**src/hdl/bedw_pkg.sv**
```systemverilog
// Package: shared constants, codes and controller/datapath interface types.
`timescale 1ns / 1ps
`default_nettype none
package bedw_pkg;

	localparam int MAX_WIDTH  = 1024;
	localparam int MAX_HALF   = 3;
	localparam int MAX_HEIGHT = 4096;
	localparam int STORE_ROWS = 2 * MAX_HALF + 1;

	localparam int COL_W  = $clog2(MAX_WIDTH);
	localparam int ROW_W  = $clog2(MAX_HEIGHT);
	localparam int WID_W  = 11;
	localparam int HGT_W  = 13;
	localparam int HALF_W = 2;
	localparam int SLOT_W = $clog2(STORE_ROWS);
	localparam int ADDR_W = $clog2(STORE_ROWS * MAX_WIDTH);
	localparam int CFG_W  = 13;

	// configuration register indexes
	typedef enum logic [1:0] {
		REG_MODE   = 2'd0,
		REG_HALF   = 2'd1,
		REG_WIDTH  = 2'd2,
		REG_HEIGHT = 2'd3
	} reg_idx_t;

	// sequencer states, one-hot
	typedef enum logic [4:0] {
		S_IDLE  = 5'b00001,
		S_SETUP = 5'b00010,
		S_READ  = 5'b00100,
		S_DRAIN = 5'b01000,
		S_SEND  = 5'b10000
	} state_t;

	// controller to datapath
	typedef struct packed {
		logic load;       // take the input pixel, store it, set up result range
		logic win_init;   // start the window scan of the current result
		logic issue;      // read one window entry and advance the scan
		logic next_res;   // step to the next result position
	} cmd_t;

	// datapath to controller
	typedef struct packed {
		logic any;        // this pixel completes at least one result
		logic win_last;   // the entry being read is the last of the window
		logic res_last;   // the current result is the last of this pixel
	} stat_t;

endpackage
`default_nettype wire

```
**src/hdl/bedw_ctrl.sv**
```systemverilog
// Sequencer: accepts a pixel, then scans each result window and hands results out.
`timescale 1ns / 1ps
`default_nettype none
module bedw_ctrl
	import bedw_pkg::*;
(
	input  wire   clk,
	input  wire   arst_n,
	input  wire   in_valid,
	output logic  in_ready,
	output logic  out_valid,
	input  wire   out_ready,
	input  stat_t stat,
	output cmd_t  cmd
);

	state_t state_q, state_d;

	// next state and commands
	always_comb begin
		state_d      = state_q;
		cmd          = '0;
		in_ready     = 1'b0;
		out_valid    = 1'b0;
		unique case (state_q)
			S_IDLE: begin
				in_ready = 1'b1;
				if (in_valid) begin
					cmd.load = 1'b1;
					state_d  = S_SETUP;
				end
			end
			S_SETUP: begin
				if (stat.any) begin
					cmd.win_init = 1'b1;
					state_d      = S_READ;
				end else begin
					state_d = S_IDLE;
				end
			end
			S_READ: begin
				cmd.issue = 1'b1;
				if (stat.win_last) state_d = S_DRAIN;
			end
			S_DRAIN: begin
				state_d = S_SEND;
			end
			S_SEND: begin
				out_valid = 1'b1;
				if (out_ready) begin
					if (stat.res_last) begin
						state_d = S_IDLE;
					end else begin
						cmd.next_res = 1'b1;
						state_d      = S_SETUP;
					end
				end
			end
			default: state_d = S_IDLE;
		endcase
	end

	always_ff @(posedge clk or negedge arst_n) begin
		if (!arst_n) state_q <= S_IDLE;
		else         state_q <= state_d;
	end

endmodule
`default_nettype wire

```
**config.mk**
```make
export PLATFORM = sky130hd
export DESIGN_NAME = bedw_ctrl
export DESIGN_NICKNAME = d
export VERILOG_FILES = /design/src/hdl/bedw_pkg.sv /design/src/hdl/bedw_ctrl.sv
export SDC_FILE = /design/constraint.sdc
export NUM_CORES = 1
export LEC_CHECK = 0
export BUFFER_PORTS_ARGS = -buffer_cell sky130_fd_sc_hd__buf_2
export CAP_MARGIN = 20
export CORE_AREA = 4 4 41 43
export DETAILED_ROUTE_END_ITERATION = 10
export DIE_AREA = 0 0 45 47
export PLACE_DENSITY = 0.54
export SYNTH_ARGS = -nofsm -noshare
export SYNTH_HDL_FRONTEND = slang
export SYNTH_SLANG_ARGS = --single-unit
```
**constraint.sdc**
```tcl
create_clock -name clk -period 4.3 [get_ports clk]
set_clock_uncertainty 0.2 [all_clocks]
set_input_delay 0 -clock clk [delete_from_list [all_inputs] [get_ports clk]]
set_output_delay 0 -clock clk [all_outputs]
set_load 0.01 [all_outputs]
```
== Word level (Yosys, flattened, before mapping) ==
Index checks and enable logic that the tools add are counted.
W data, S select, Z words.
Word-level totals
  bits of input ports: 7
  output and inout port bits: 6
  logic and storage cells: 26
  flip-flop bits (word level): 5
Cells by class
  reduce and logical (&&, ||, !) cells: 1
  mux-type cells: 16
  eq/ne operators: 8
Operators by type and width (number)
  $pmux W5 S5: 1
  $mux W5: 3
  $mux W1: 10
  $ne A2 B2 Y1 const B: 3
  $eq A5 B1 Y1 const B: 1
  $eq A5 B2 Y1 const B: 1
  $eq A5 B3 Y1 const B: 1
  $eq A5 B4 Y1 const B: 1
  $eq A5 B5 Y1 const B: 1
  $mux W3: 1
  $reduce_and A3 Y1: 1
  $mux W2: 1

== Depth between registers and ports, before layout ==
  depth in word-level cells: 3
  depth in mapped cells: 4
  depth with buffers taken out: 4

== Least setup slack after synthesis ==
OpenSTA, ideal clock, no wires.
  path kind: register to register
  start point: register state_q[0]
  end point: register state_q[1]
  cell stages (with the launch flop): 5
  clock period less this slack: 1.556 ns
  arrival time: 1.231 ns
  setup slack: 2.744 ns
  cells stage by stage: dfstp_2 > nor2_2 > and3_4 > and3b_1 > or2_1
Between the ends
  word-level cells in the longest chain between the ends: 3
RTL lines
  from (decl): RTL line bedw_ctrl.sv:17  | state_t state_q, state_d;
  from (signal assigned): RTL line bedw_ctrl.sv:65  | else state_q <= state_d;
  $eq A5 B3 Y1, or another cell as far along: RTL line bedw_ctrl.sv:25  | unique case (state_q)
  $ne A2 B2 Y1 (no line)
  $reduce_and A3 Y1 (no line)
Parallel ways exist; a longest one is shown, timed or not.
A chain may end at the register's enable or synchronous reset.

== Final worst setup path ==
Ends and elaborated chain as after synthesis.

==> impl_metrics.py <==
metrics = {
    "synthesis": {
        "synthSimpleGateAreaFrac_pct": 43.88,
        "synth-compound-area-share_pct": 12.95,
        "yosys.area_share.adder_pct": 0,
        "ys_types": 26,
        "synth_top_family_by_area": "simple AND/OR/NAND/NOR gates",
        "netlist.area_leader.share_pct": 28.78,
        "yosysMostFrequentCell": "dfrtp_1",
        "synth.area.top_cells": "dfrtp_1, dfstp_2, and3_4, nor3_1, and2_1",
        "synth-async-reset-ratio_pct": 100.0,
        "synth_cells": 37,
        "ys_warn_count": 0,
        "ys_ff_latch": 5,
        "synthMuxAreaShare_pct": 0,
        "synth_edf_count": 0,
        "yosys.area.top_type": "dfrtp_1",
        "synth_flop_cell": "dfrtp_1",
        "synthesis.nets": 44,
        "ys_top_cells_by_count": "dfrtp_1, nor2_1, nor3_1",
        "syn-cell-area_um2": 347.8,
        "ys_seq_area_share_pct": 36.33,
        "syn_avg_cell_area_um2": 9.401,
        "synth_xor_area_share_pct": 2.518,
    },
    "timing": {
        "fin_crit_sh_pct": 48.98,
        "setup_viol": 0,
        "layout_setup_ws_ns": 2.194,
        "slew_viol_final": 0,
        "max_freq_ghz": 0.4748,
        "tightest_slew_ns": 0.2551,
        "fin_setup_tns_ns": 0,
        "rsz0062_at_grt": "false",
        "holdWs_ns": 0.03221,
        "period_minus_slack_ns": 2.106,
        "hold_viol_final": 0,
        "slew_headroom_pct": 82.99,
    },
    "global_routing": {
        "grt_antenna_before_repair": 0,
        "grt_max_degree": 9,
        "grt_first_pass_wirelength_um": 1600,
        "overflow": 0,
        "groute.usage.overall_pct": 11.03,
        "grt_pass1_vias": 403,
    },
    "cells_and_area": {
        "syn2layout_area_growth_pct": 53.96,
        "largest_reg_flops": 5,
        "drive_above_1_share_pct": 32.79,
        "num_antenna_cells": 0,
        "nFillCells": 133,
        "nets": 69,
        "regMostFlops": "state_q",
        "reg_top3": "state_q (5)",
    },
    "die": {
        "initial_utilization_pct": 26.73,
        "die_x_um": 45,
        "ioPinCount": 13,
        "row_count": 13,
        "die_area_um2": 2115,
        "die_h_um": 47,
        "fp.coreArea_um2": 1301,
    },
    "pwr": {
        "powerDensity_nw_per_um2": 461.4,
        "peakVddDrop_mv": 0.1979,
        "power_leakage_nw": 0.2751,
    },
    "critical_path": {
        "critical-path-max-stage-delay_ns": 0.60,
        "startpoint": "state_q[0]$_DFFE_PN1P_",
        "path_class": "reg2reg",
        "cp_top_family": "simple AND/OR/NAND/NOR gates",
        "crit_fanout": 8,
        "critical_path_arrival_ns": 2.03,
        "required_ns": 4.23,
        "start_kind": "flop",
        "end_kind": "flop",
        "r2r-start": "state_q[0]$_DFFE_PN1P_",
        "cp_cell_sequence": "nor2_2 -> and3_4 -> and3b_1 -> or2_1 -> dlygate4sd3_1",
        "worst-path-buf-inv": 1,
        "slowest_stage": "dfstp_2",
    },
    "cts": {
        "cts_tree": "done",
        "cts_resized": 0,
        "ctsHoldBuffers": 9,
        "cts_buffer_depth": 2,
        "clock_latency_ns": 0.25,
        "clockRootBuffer": "clkbuf_4",
        "clkSlewWorstSetupHoldPaths_ns": 0.04,
        "h-tree-depth": 1,
        "cts_buffers": 3,
        "clkSinkCount": 5,
        "post_cts_buffers": 0,
    },
    "placement": {
        "port_buffers": 12,
        "place.gp.congestion": 0.7299,
        "place_worst_setup_slack_ns": 2.753,
        "hpwlAfterDp_um": 666.7,
    },
    "route": {
        "postRouteAntennaNets": 0,
        "vias": 364,
        "drtPass1Iterations": 2,
        "drt-initial-drc-count": 2,
        "wl_per_cell_um": 12.36,
        "routed_wl_um": 939,
        "drc": 0,
        "routed_via_density": 4.789,
    },
    "status": {
        "status": "completed",
    },
    "flow_run": {
        "maxCapViolations": 0,
    },
    "hold_path": {
        "hold_class": "in2async",
    },
}
## worst paths after layout
check	end	slack, ns	cells after the start
max	state_q[1]$_DFFE_PN0P_	2.19	5
min	state_q[0]$_DFFE_PN1P_	0.03	2
max reg2reg	state_q[1]$_DFFE_PN0P_	2.19	5
min reg2reg	state_q[4]$_DFFE_PN0P_	0.37	1
max in group asynchronous	state_q[1]$_DFFE_PN0P_	3.24	3
min in group clk	state_q[3]$_DFFE_PN0P_	0.31	3
## metal layers
metal	up-vias	track usage, %	part of all wire (%)
met5	-	0	0
met2	15	18.36	51
li1	183	-	-
met3	0	5.747	6.2
met1	166	12.21	42
met4	0	3.509	0
## report_power, final
| group | switching (mW) | internal [mW] |
|---|---|---|
| logic | 0.0425 | 0.0660 |
| registers | 0.0208 | 0.0611 |
| clock network | 0.0215 | 0.0352 |
| total | 0.0848 | 0.162 |
## worst reg2reg max path: stages (launching register included)
cell and delay, ns:
dfstp_2 0.60, nor2_2 0.05, and3_4 0.19, and3b_1 0.18
or2_1 0.21, dlygate4sd3_1 0.55
## stage by stage
stage	area, µm²	utilization, %	power, mW	std cells
2_1_floorplan	347.8	-	0.1434	37
3_3_place_gp	419.2	32.21	0.1703	63
5_1_grt	535.5	41.15	0.2661	76
3_5_place_dp	419.2	32.21	0.1728	63
4_1_cts	535.5	41.15	0.2508	76
6_report	535.5	41.15	0.2471	76
## cell families after synthesis
family | count (synthesis)
compound gates | 6
xor+xnor | 1
buf+inv | 3
flops | 5
simple gates | 22
## layout by cell type (no fill, tap or decap)
cell,count
a21o_1,1
a21oi_1,1
a22o_1,1
a31o_1,1
and2_1,2
and3_1,1
and3_4,2
and3b_1,1
and4bb_2,1
buf_2,12
clkbuf_1,1
clkbuf_4,3
dfrtp_1,4
dfstp_2,1
dlygate4sd3_1,9
inv_1,2
nand2b_1,2
nand4b_1,1
nor2_1,3
nor2_2,1
nor2b_1,1
nor3_1,3
nor3b_1,1
nor4_1,1
nor4bb_1,1
o211a_1,1
o21ai_0,1
or2_1,1
xor2_1,1
## layout make-up
| class | count | area (µm²) | area share (%) |
|---|---|---|---|
| tap | 15 | 18.77 | 3.505 |
| multi-input combinational | 29 | 206.4 | 38.55 |
| clock buffer | 4 | 26.28 | 4.907 |
| inverter | 2 | 7.507 | 1.402 |
| sequential | 5 | 126.4 | 23.60 |
| timing repair buffer | 21 | 150.1 | 28.04 |
Note: power is estimated with default switching activity, not from simulation.
